==> src/rtl/core/message_fragment_header_gen_assert.svh <==
// assertion macros shared by the fragment header generator
// no dependencies; included by the modules that check their own logic
`ifndef MESSAGE_FRAGMENT_HEADER_GEN_ASSERT_SVH
`define MESSAGE_FRAGMENT_HEADER_GEN_ASSERT_SVH

// same-cycle implication
`define MFHG_ASSERT_NOW(label, clk, rst_n, ante, cons) \
    label: assert property (@(posedge clk) disable iff (!rst_n) (ante) |-> (cons)) \
        else $error("mfhg check failed");

// next-cycle implication
`define MFHG_ASSERT_NEXT(label, clk, rst_n, ante, cons) \
    label: assert property (@(posedge clk) disable iff (!rst_n) (ante) |=> (cons)) \
        else $error("mfhg check failed");

`endif

==> src/rtl/core/mfhg_pkg.sv <==
// shared types and constants of the fragment header generator
// no dependencies
`default_nettype none

package mfhg_pkg;

    localparam int PAYLOAD_BYTES = 1024;
    localparam int MAX_FRAGMENTS = 63;
    localparam int PAY_LOG2      = $clog2(PAYLOAD_BYTES);

    localparam int LEN_W  = 16;
    localparam int NUM_W  = 6;
    localparam int ID_W   = 32;
    localparam int RNG_W  = 64;
    localparam int ADDR_W = 4;

    localparam logic [RNG_W-1:0] GEN_Y_INIT = 64'd362436069;
    localparam logic [RNG_W-1:0] GEN_Z_INIT = 64'd521288629;

    localparam logic [ADDR_W-1:0] REG_RNG_SEED = 4'h0;

    typedef enum logic [1:0] {
        KIND_HDR_CONTENT = 2'd0,
        KIND_START       = 2'd1,
        KIND_FRAG        = 2'd2
    } kind_t;

    typedef enum logic [1:0] {
        ST_IDLE,
        ST_HDR,
        ST_FRAG
    } state_t;

    typedef struct packed {
        logic load_hdr;
        logic load_frag;
    } cmd_t;

    typedef struct packed {
        logic cur_last;
    } status_t;

    typedef struct packed {
        logic             load;
        logic [RNG_W-1:0] seed;
    } seed_cfg_t;

endpackage

`default_nettype wire

==> src/rtl/core/mfhg_cfg.sv <==
// configuration register block: seed register behind the apb-style port
// depends on mfhg_pkg
`default_nettype none

module mfhg_cfg
    import mfhg_pkg::*;
(
    input  wire logic              aclk,
    input  wire logic              aresetn,
    input  wire logic              psel,
    input  wire logic              penable,
    input  wire logic              pwrite,
    input  wire logic [ADDR_W-1:0] paddr,
    input  wire logic [RNG_W-1:0]  pwdata,
    output logic      [RNG_W-1:0]  prdata,
    output logic                   pready,
    output seed_cfg_t              seed_cfg
);

    logic [RNG_W-1:0] seed_reg;
    logic [RNG_W-1:0] seed_next;
    logic             sel_seed;
    logic             wr_seed;

    assign pready   = 1'b1;
    assign sel_seed = (paddr[ADDR_W-1] == REG_RNG_SEED[ADDR_W-1]);
    assign wr_seed  = psel && penable && pwrite && pready && sel_seed;

    always_comb begin
        seed_next = seed_reg;
        if (wr_seed) begin
            seed_next = pwdata;
        end
    end

    always_ff @(posedge aclk) begin
        if (!aresetn) begin
            seed_reg <= '0;
        end else begin
            seed_reg <= seed_next;
        end
    end

    assign prdata        = sel_seed ? seed_reg : '0;
    assign seed_cfg.load = wr_seed;
    assign seed_cfg.seed = pwdata;

endmodule

`default_nettype wire

==> src/rtl/core/mfhg_ctrl.sv <==
// controller: sequences header and fragment words of one message
// depends on mfhg_pkg and the assertion macro header
`default_nettype none

`include "message_fragment_header_gen_assert.svh"

module mfhg_ctrl
    import mfhg_pkg::*;
(
    input  wire logic    aclk,
    input  wire logic    aresetn,
    input  wire logic    s_valid,
    output logic         s_ready,
    output logic         m_valid,
    input  wire logic    m_ready,
    output cmd_t         cmd,
    input  wire status_t status
);

    state_t state_reg;
    state_t state_next;

    always_comb begin
        state_next = state_reg;
        case (state_reg)
            ST_IDLE: begin
                if (s_valid) begin
                    state_next = ST_HDR;
                end
            end
            ST_HDR, ST_FRAG: begin
                if (m_ready) begin
                    state_next = status.cur_last ? ST_IDLE : ST_FRAG;
                end
            end
            default: begin
                state_next = ST_IDLE;
            end
        endcase
    end

    always_comb begin
        s_ready       = 1'b0;
        m_valid       = 1'b0;
        cmd.load_hdr  = 1'b0;
        cmd.load_frag = 1'b0;
        case (state_reg)
            ST_IDLE: begin
                s_ready      = 1'b1;
                cmd.load_hdr = s_valid;
            end
            ST_HDR, ST_FRAG: begin
                m_valid       = 1'b1;
                cmd.load_frag = m_ready && !status.cur_last;
            end
            default: begin
                s_ready = 1'b0;
            end
        endcase
    end

    always_ff @(posedge aclk) begin
        if (!aresetn) begin
            state_reg <= ST_IDLE;
        end else begin
            state_reg <= state_next;
        end
    end

    `MFHG_ASSERT_NOW(a_ready_excl, aclk, aresetn, s_ready, !m_valid)
    `MFHG_ASSERT_NEXT(a_accept_shows, aclk, aresetn, s_valid && s_ready, m_valid)
    `MFHG_ASSERT_NEXT(a_last_frees, aclk, aresetn,
        m_valid && m_ready && status.cur_last, s_ready)

endmodule

`default_nettype wire

==> src/rtl/core/mfhg_dp.sv <==
// datapath: fragment count, xorshift96 id generator, output word registers
// depends on mfhg_pkg and the assertion macro header
`default_nettype none

`include "message_fragment_header_gen_assert.svh"

module mfhg_dp
    import mfhg_pkg::*;
(
    input  wire logic              aclk,
    input  wire logic              aresetn,
    input  wire cmd_t              cmd,
    output status_t                status,
    input  wire seed_cfg_t         seed_cfg,
    input  wire logic [LEN_W-1:0]  in_length,
    output logic      [1:0]        out_kind,
    output logic      [ID_W-1:0]   out_id,
    output logic      [NUM_W-1:0]  out_num,
    output logic      [LEN_W-1:0]  out_len,
    output logic      [LEN_W-1:0]  out_off,
    output logic                   out_too_long,
    output logic                   out_last
);

    localparam logic [LEN_W:0] PAY_EXT = (LEN_W+1)'(PAYLOAD_BYTES);
    localparam logic [LEN_W:0] PAY_M1  = (LEN_W+1)'(PAYLOAD_BYTES - 1);
    localparam logic [LEN_W:0] MAX_EXT = (LEN_W+1)'(MAX_FRAGMENTS);

    logic [RNG_W-1:0] rng_x_reg, rng_x_next;
    logic [RNG_W-1:0] rng_y_reg, rng_y_next;
    logic [RNG_W-1:0] rng_z_reg, rng_z_next;

    logic [LEN_W-1:0] rem_reg, rem_next;
    logic [NUM_W-1:0] idx_reg, idx_next;
    logic [NUM_W-1:0] cnt_reg, cnt_next;
    logic [ID_W-1:0]  id_reg, id_next;

    kind_t            kind_reg, kind_next;
    logic [ID_W-1:0]  oid_reg, oid_next;
    logic [NUM_W-1:0] num_reg, num_next;
    logic [LEN_W-1:0] len_reg, len_next;
    logic [LEN_W-1:0] off_reg, off_next;
    logic             tl_reg, tl_next;
    logic             last_reg, last_next;

    logic [RNG_W-1:0] sh_a, sh_b, sh_c, gen_z;
    logic [LEN_W:0]   cnt_full;
    logic [LEN_W-1:0] flen;
    logic [NUM_W:0]   idx_inc;
    logic [31:0]      off_full;

    // xorshift96 step
    assign sh_a  = rng_x_reg ^ (rng_x_reg << 16);
    assign sh_b  = sh_a ^ (sh_a >> 5);
    assign sh_c  = sh_b ^ (sh_b << 1);
    assign gen_z = sh_c ^ rng_y_reg ^ rng_z_reg;

    assign cnt_full = ({1'b0, in_length} + PAY_M1) >> PAY_LOG2;
    assign flen     = ({1'b0, rem_reg} > PAY_EXT) ? PAY_EXT[LEN_W-1:0] : rem_reg;
    assign idx_inc  = {1'b0, idx_reg} + (NUM_W+1)'(1);
    assign off_full = 32'(idx_reg) << PAY_LOG2;

    always_comb begin
        rng_x_next = rng_x_reg;
        rng_y_next = rng_y_reg;
        rng_z_next = rng_z_reg;
        rem_next   = rem_reg;
        idx_next   = idx_reg;
        cnt_next   = cnt_reg;
        id_next    = id_reg;
        kind_next  = kind_reg;
        oid_next   = oid_reg;
        num_next   = num_reg;
        len_next   = len_reg;
        off_next   = off_reg;
        tl_next    = tl_reg;
        last_next  = last_reg;

        if (seed_cfg.load) begin
            rng_x_next = seed_cfg.seed;
            rng_y_next = GEN_Y_INIT;
            rng_z_next = GEN_Z_INIT;
        end

        if (cmd.load_hdr) begin
            rem_next = in_length;
            idx_next = '0;
            cnt_next = cnt_full[NUM_W-1:0];
            off_next = '0;
            if (cnt_full > MAX_EXT) begin
                kind_next = KIND_HDR_CONTENT;
                oid_next  = '0;
                num_next  = '0;
                len_next  = '0;
                tl_next   = 1'b1;
                last_next = 1'b1;
            end else if (cnt_full == (LEN_W+1)'(1)) begin
                kind_next = KIND_HDR_CONTENT;
                oid_next  = '1;
                num_next  = NUM_W'(1);
                len_next  = in_length;
                tl_next   = 1'b0;
                last_next = 1'b1;
            end else begin
                kind_next  = KIND_START;
                oid_next   = gen_z[ID_W-1:0];
                id_next    = gen_z[ID_W-1:0];
                num_next   = cnt_full[NUM_W-1:0];
                len_next   = in_length;
                tl_next    = 1'b0;
                last_next  = (cnt_full == '0);
                rng_x_next = rng_y_reg;
                rng_y_next = rng_z_reg;
                rng_z_next = gen_z;
            end
        end

        if (cmd.load_frag) begin
            kind_next = KIND_FRAG;
            oid_next  = id_reg;
            num_next  = idx_reg;
            len_next  = flen;
            off_next  = off_full[LEN_W-1:0];
            tl_next   = 1'b0;
            last_next = (idx_inc == {1'b0, cnt_reg});
            rem_next  = rem_reg - flen;
            idx_next  = idx_inc[NUM_W-1:0];
        end
    end

    always_ff @(posedge aclk) begin
        if (!aresetn) begin
            rng_x_reg <= '0;
            rng_y_reg <= GEN_Y_INIT;
            rng_z_reg <= GEN_Z_INIT;
            last_reg  <= 1'b0;
            tl_reg    <= 1'b0;
        end else begin
            rng_x_reg <= rng_x_next;
            rng_y_reg <= rng_y_next;
            rng_z_reg <= rng_z_next;
            last_reg  <= last_next;
            tl_reg    <= tl_next;
        end
    end

    always_ff @(posedge aclk) begin
        rem_reg  <= rem_next;
        idx_reg  <= idx_next;
        cnt_reg  <= cnt_next;
        id_reg   <= id_next;
        kind_reg <= kind_next;
        oid_reg  <= oid_next;
        num_reg  <= num_next;
        len_reg  <= len_next;
        off_reg  <= off_next;
    end

    assign status.cur_last = last_reg;

    assign out_kind     = kind_reg;
    assign out_id       = oid_reg;
    assign out_num      = num_reg;
    assign out_len      = len_reg;
    assign out_off      = off_reg;
    assign out_too_long = tl_reg;
    assign out_last     = last_reg;

    `MFHG_ASSERT_NOW(a_cmd_excl, aclk, aresetn, cmd.load_hdr, !cmd.load_frag)
    `MFHG_ASSERT_NEXT(a_frag_kind, aclk, aresetn, cmd.load_frag, kind_reg == KIND_FRAG)
    `MFHG_ASSERT_NEXT(a_too_long_last, aclk, aresetn,
        cmd.load_hdr && (cnt_full > MAX_EXT), tl_reg && last_reg)

endmodule

`default_nettype wire

==> src/rtl/core/message_fragment_header_gen.sv <==
// top level of the message fragment header generator
// depends on mfhg_pkg, mfhg_cfg, mfhg_ctrl and mfhg_dp
//
// usage:
//   the input channel (s_valid, s_ready, s_message_length) takes one message
//   length per word; the result channel (m_valid, m_ready, m_*) gives the
//   header words of that message, with m_last on the final one
//   a length that fits one payload gives one combined header word; a longer
//   one gives a start header with a fresh xorshift96 id and then one content
//   word per fragment; zero length gives a lone start header; a length that
//   needs too many fragments gives one word with m_too_long set
//   the first result word is shown in the cycle after acceptance, and
//   each further word in the cycle after the previous one is taken
//   throughput: one result word per cycle when the receiver never stalls; the
//   next length is taken in the idle state between messages; one message at a time
//   a stall on m_ready holds the current word and the whole sequence
//   reset (aresetn low, synchronous) clears the seed to zero, reloads the
//   generator and drops any message in flight; a seed write through the
//   apb-style port reloads the generator, and the user makes it while the block
//   is idle; the block itself does not enforce this
`default_nettype none

module message_fragment_header_gen
    import mfhg_pkg::*;
(
    input  wire logic                    aclk,
    input  wire logic                    aresetn,
    input  wire logic                    s_valid,
    output logic                         s_ready,
    input  wire logic        [LEN_W-1:0] s_message_length,
    output logic                         m_valid,
    input  wire logic                    m_ready,
    output logic             [1:0]       m_msg_kind,
    output logic signed      [ID_W-1:0]  m_msg_id,
    output logic             [NUM_W-1:0] m_frag_number,
    output logic             [LEN_W-1:0] m_length_field,
    output logic             [LEN_W-1:0] m_buffer_offset,
    output logic                         m_too_long,
    output logic                         m_last,
    input  wire logic                    psel,
    input  wire logic                    penable,
    input  wire logic                    pwrite,
    input  wire logic       [ADDR_W-1:0] paddr,
    input  wire logic        [RNG_W-1:0] pwdata,
    output logic             [RNG_W-1:0] prdata,
    output logic                         pready
);

    cmd_t            cmd;
    status_t         status;
    seed_cfg_t       seed_cfg;
    logic [ID_W-1:0] out_id;

    mfhg_cfg u_cfg (
        .aclk     (aclk),
        .aresetn  (aresetn),
        .psel     (psel),
        .penable  (penable),
        .pwrite   (pwrite),
        .paddr    (paddr),
        .pwdata   (pwdata),
        .prdata   (prdata),
        .pready   (pready),
        .seed_cfg (seed_cfg)
    );

    mfhg_ctrl u_ctrl (
        .aclk    (aclk),
        .aresetn (aresetn),
        .s_valid (s_valid),
        .s_ready (s_ready),
        .m_valid (m_valid),
        .m_ready (m_ready),
        .cmd     (cmd),
        .status  (status)
    );

    mfhg_dp u_dp (
        .aclk         (aclk),
        .aresetn      (aresetn),
        .cmd          (cmd),
        .status       (status),
        .seed_cfg     (seed_cfg),
        .in_length    (s_message_length),
        .out_kind     (m_msg_kind),
        .out_id       (out_id),
        .out_num      (m_frag_number),
        .out_len      (m_length_field),
        .out_off      (m_buffer_offset),
        .out_too_long (m_too_long),
        .out_last     (m_last)
    );

    assign m_msg_id = $signed(out_id);

endmodule

`default_nettype wire

==> config.mk <==
export PLATFORM = sky130hd
export DESIGN_NAME = message_fragment_header_gen
export DESIGN_NICKNAME = d
export VERILOG_FILES = /design/src/rtl/core/mfhg_pkg.sv /design/src/rtl/core/mfhg_cfg.sv /design/src/rtl/core/mfhg_ctrl.sv /design/src/rtl/core/mfhg_dp.sv /design/src/rtl/core/message_fragment_header_gen.sv
export VERILOG_INCLUDE_DIRS = /design/src /design/src/rtl/core
export SDC_FILE = /design/constraint.sdc
export NUM_CORES = 1
export LEC_CHECK = 0
export ABC_AREA = 1
export BUFFER_PORTS_ARGS = -buffer_cell sky130_fd_sc_hd__buf_2
export CORE_MARGIN = 3
export CORE_UTILIZATION = 27
export CTS_BUF_LIST = sky130_fd_sc_hd__clkbuf_4 sky130_fd_sc_hd__clkbuf_8
export DETAILED_ROUTE_END_ITERATION = 12
export PLACE_DENSITY = 0.43
export SLEW_MARGIN = 10
export SYNTH_ARGS = -nofsm -noshare
export SYNTH_HDL_FRONTEND = slang
export SYNTH_SLANG_ARGS = --single-unit
==> constraint.sdc <==
create_clock -name aclk -period 3.9 [get_ports aclk]
set_clock_uncertainty 0.1 [all_clocks]
set_input_delay 0.78 -clock aclk [delete_from_list [all_inputs] [get_ports aclk]]
set_output_delay 0.78 -clock aclk [all_outputs]
set_load 0.02 [all_outputs]
==> summary.txt <==
Final Util: 32.2%
H-tree levels: 3
Comb power frac: 48.7%
Total Routed Length: 69.8 mm
CP endpoint kind: output port
# rows: 103
Compound-Gate Fraction of Synth Area: 4.66%
outcome: complete, no violations
largest family of logic cells by synthesized area: simple AND/OR/NAND/NOR gates
clock share of power: 20.7%
vias per inst: 4.33
power share of the sequential group: 30.5%
Post-route DRC: 0
hpwl dp: 46.1 mm
CTS root buffer: clkbuf_8
PwrDens: 908 nW/um^2
fin crit period: 2.74 ns
CP Cell Sequence: buf_2 > buf_4 > nor2_1 > buf_2
final max-slew violation count: 0
sw frac: 44.2%
Worst Path Arrival: 1.86 ns
initial antenna violation count: 1
WP buf/inv: 3
first-pass GRT wire length: 108 mm
Core Area: 79,300 sq um
DR vias: 19,409
relative slew slack: 38.6%
XOR/XNOR Fraction of Synth Area: 9.57%
Max Cap Viol: 0
total of warnings raised by yosys: 0
EDFF count, synth: 120
largest net degree at the start of global routing: 121
max frequency: 0.365 GHz
Routability Congestion: 0.778
NetSw: 10.2 mW
Syn Inst Count: 3,216
crit path kind: in -> out
post-synthesis mux area share: 0%
Syn-to-layout area delta: 17.6%
most frequent cells in the layout: 1,094 x nand2_1, 484 x nor2_1, 360 x inv_1
Setup crit start kind: primary input
worst hold slack: 0.303 ns
commonest non-fill, non-tap cell in the layout: nand2_1
hold buffer count at CTS: 0
RSZ-0062 raised after global routing: no
endpoints failing setup: 0
layout cells sized above 1: 12.1%
clock sink count: 382
Overflow after GRT: 0
CP required: 3.02 ns
die extent in x: 289 um
PortBufs: 217
#FFs+latches synth: 382
die area: 83,800 sq um
first drt pass iteration count: 5
Detailed Route Iter0 Violations: 1,093
slowest stage cell, crit path: buf_4
clk slew on worst S/H paths: 0.05 ns
vias in the first global route: 18,390
Synth Area in Adders: 0.231%
CP max FO: 64
Worst path most repeated cell: buf_2
wire per inst: 15.6 um
slew at the pin closest to its max-slew limit: 0.915 ns
final hold vios: 0
Hold Path Class: in -> reg
post-synthesis sequential area ratio: 40.8%
mapped cell area: 21,700 sq um
Max stage delay on crit path: 0.54 ns
Clock Latency Late Sink: 0.67 ns
clock buffer depth: 3
Fillers: 8,746
GR Util All Layers: 16.5%
setup tns final: 0 ns
ys async rst share: 0%
area share of and/or/nand/nor cells after synthesis: 34.5%
Post-CTS Resized: 0
placed cell areas: 23,700 sq um
Die Ht: 289 um
Final Instance Area: 25,500 sq um
Ports: 232
crit share post-route: 70.2%
cell leakage power: 12.3 nW
Pint: 12.9 mW
Post-synth top flop: dfxtp_1
Initial Util: 27.4%
count of different cell masters after synthesis: 37
nets@finish: 3,467
syn avg cell area: 6.75 sq um
Post-CTS Setup Inserts: 0
Crit path max-delay family: buffers and inverters
TritonCTS buffer count: 80
ANT nets after route: 0
CTS tree: done
Max VDD drop: 0.000281 V
==> final timing paths <==
check                                     start  slack [ns]                              end  cells past startpoint
setup / recovery                       paddr[3]        1.16                       prdata[53]                      4
hold / removal                       pwdata[63]        0.30  u_cfg.seed_reg[63]$_SDFFE_PN0P_                      3
setup reg to reg     u_dp.rem_reg[12]$_DFFE_PP_        1.44       u_dp.rem_reg[10]$_DFFE_PP_                     12
hold reg to reg   u_dp.out_kind[1]$_SDFFE_PP1P_        0.35    u_dp.out_kind[1]$_SDFFE_PP1P_                      2
==> Yosys cell counts, types with 4 or more instances <==
cell      number  area share (%)
nand2_1     1096              19
nor2_1       484             8.4
inv_1        362             6.3
dfxtp_1      262              24
nand3_1      153             3.5
xnor2_1      140             5.7
edfxtp_1     120              17
clkbuf_1     106             1.8
xor2_1        97             3.9
nand4_1       77             2.2
a21oi_1       75             1.7
o21ai_0       64             1.5
buf_1         31            0.54
nand3b_1      23            0.80
buf_2         22            0.51
buf_4         22            0.76
a21boi_0      15            0.52
o21ai_1       11            0.25
and2_1         5            0.14
nor3_1         5            0.12
o32ai_1        5            0.20
buf_6          4            0.21
ha_1           4            0.23
inv_2          4           0.069
nor2_2         4            0.12
o31ai_1        4            0.14
==> power by group through the flow <==
stage | Clock (mW) | Combinational (mW) | Sequential [mW]
6_report | 4.81 | 11.3 | 7.08
3_5_place_dp | 0 | 11.4 | 7.17
4_1_cts | 5.01 | 11.4 | 7.10
3_3_place_gp | 0 | 11.3 | 7.18
2_1_floorplan | 0 | 8.36 | 7.20
5_1_grt | 5.17 | 13.1 | 7.25
==> layer usage <==
layer | global-route usage, % | wire length, um
met5 | 0 | 0
met4 | 5.14 | 1550
met3 | 2.52 | 3120
met2 | 25.2 | 30100
met1 | 23.9 | 35100
==> metrics by stage <==
step,setup slack (ns),total power [mW],instances
floorplan,0.391,15.6,3226
global placement,0.660,18.5,4340
finish,1.16,23.2,4486
CTS,1.15,23.5,4485
global route,1.06,25.6,4486
detailed placement,0.639,18.5,4340
==> tightest hold or removal path, stage by stage <==
cell     delay, ns
buf_2         0.10
nand2_1       0.07
a21oi_1       0.06
==> area by class of cell <==
type / count / area, sq um / share of cell area, %
diodes: 1 / 2.50 / 0.00980
repair buffers: 249 / 1470 / 5.74
flip-flops and latches: 382 / 8850 / 34.7
multi-input cells: 2292 / 10700 / 42.0
clock inverters: 18 / 211 / 0.828
inverters: 367 / 1390 / 5.45
well taps: 1050 / 1310 / 5.15
clock buffers: 127 / 1580 / 6.19
==> cells by family (layout without fill, tap and decap cells) <==
| family | count (synthesis) | in the layout |
|---|---|---|
| XOR/XNOR | 237 | 237 |
| flip-flops | 382 | 382 |
| buffers and inverters | 552 | 761 |
| adder cells (fa/ha/maj) | 4 | 4 |
| other | 2 | 13 |
| AND/OR/NAND/NOR | 1855 | 1855 |
| AO/OA/AOI/OAI | 184 | 184 |
(Power assumes the default switching activity.)
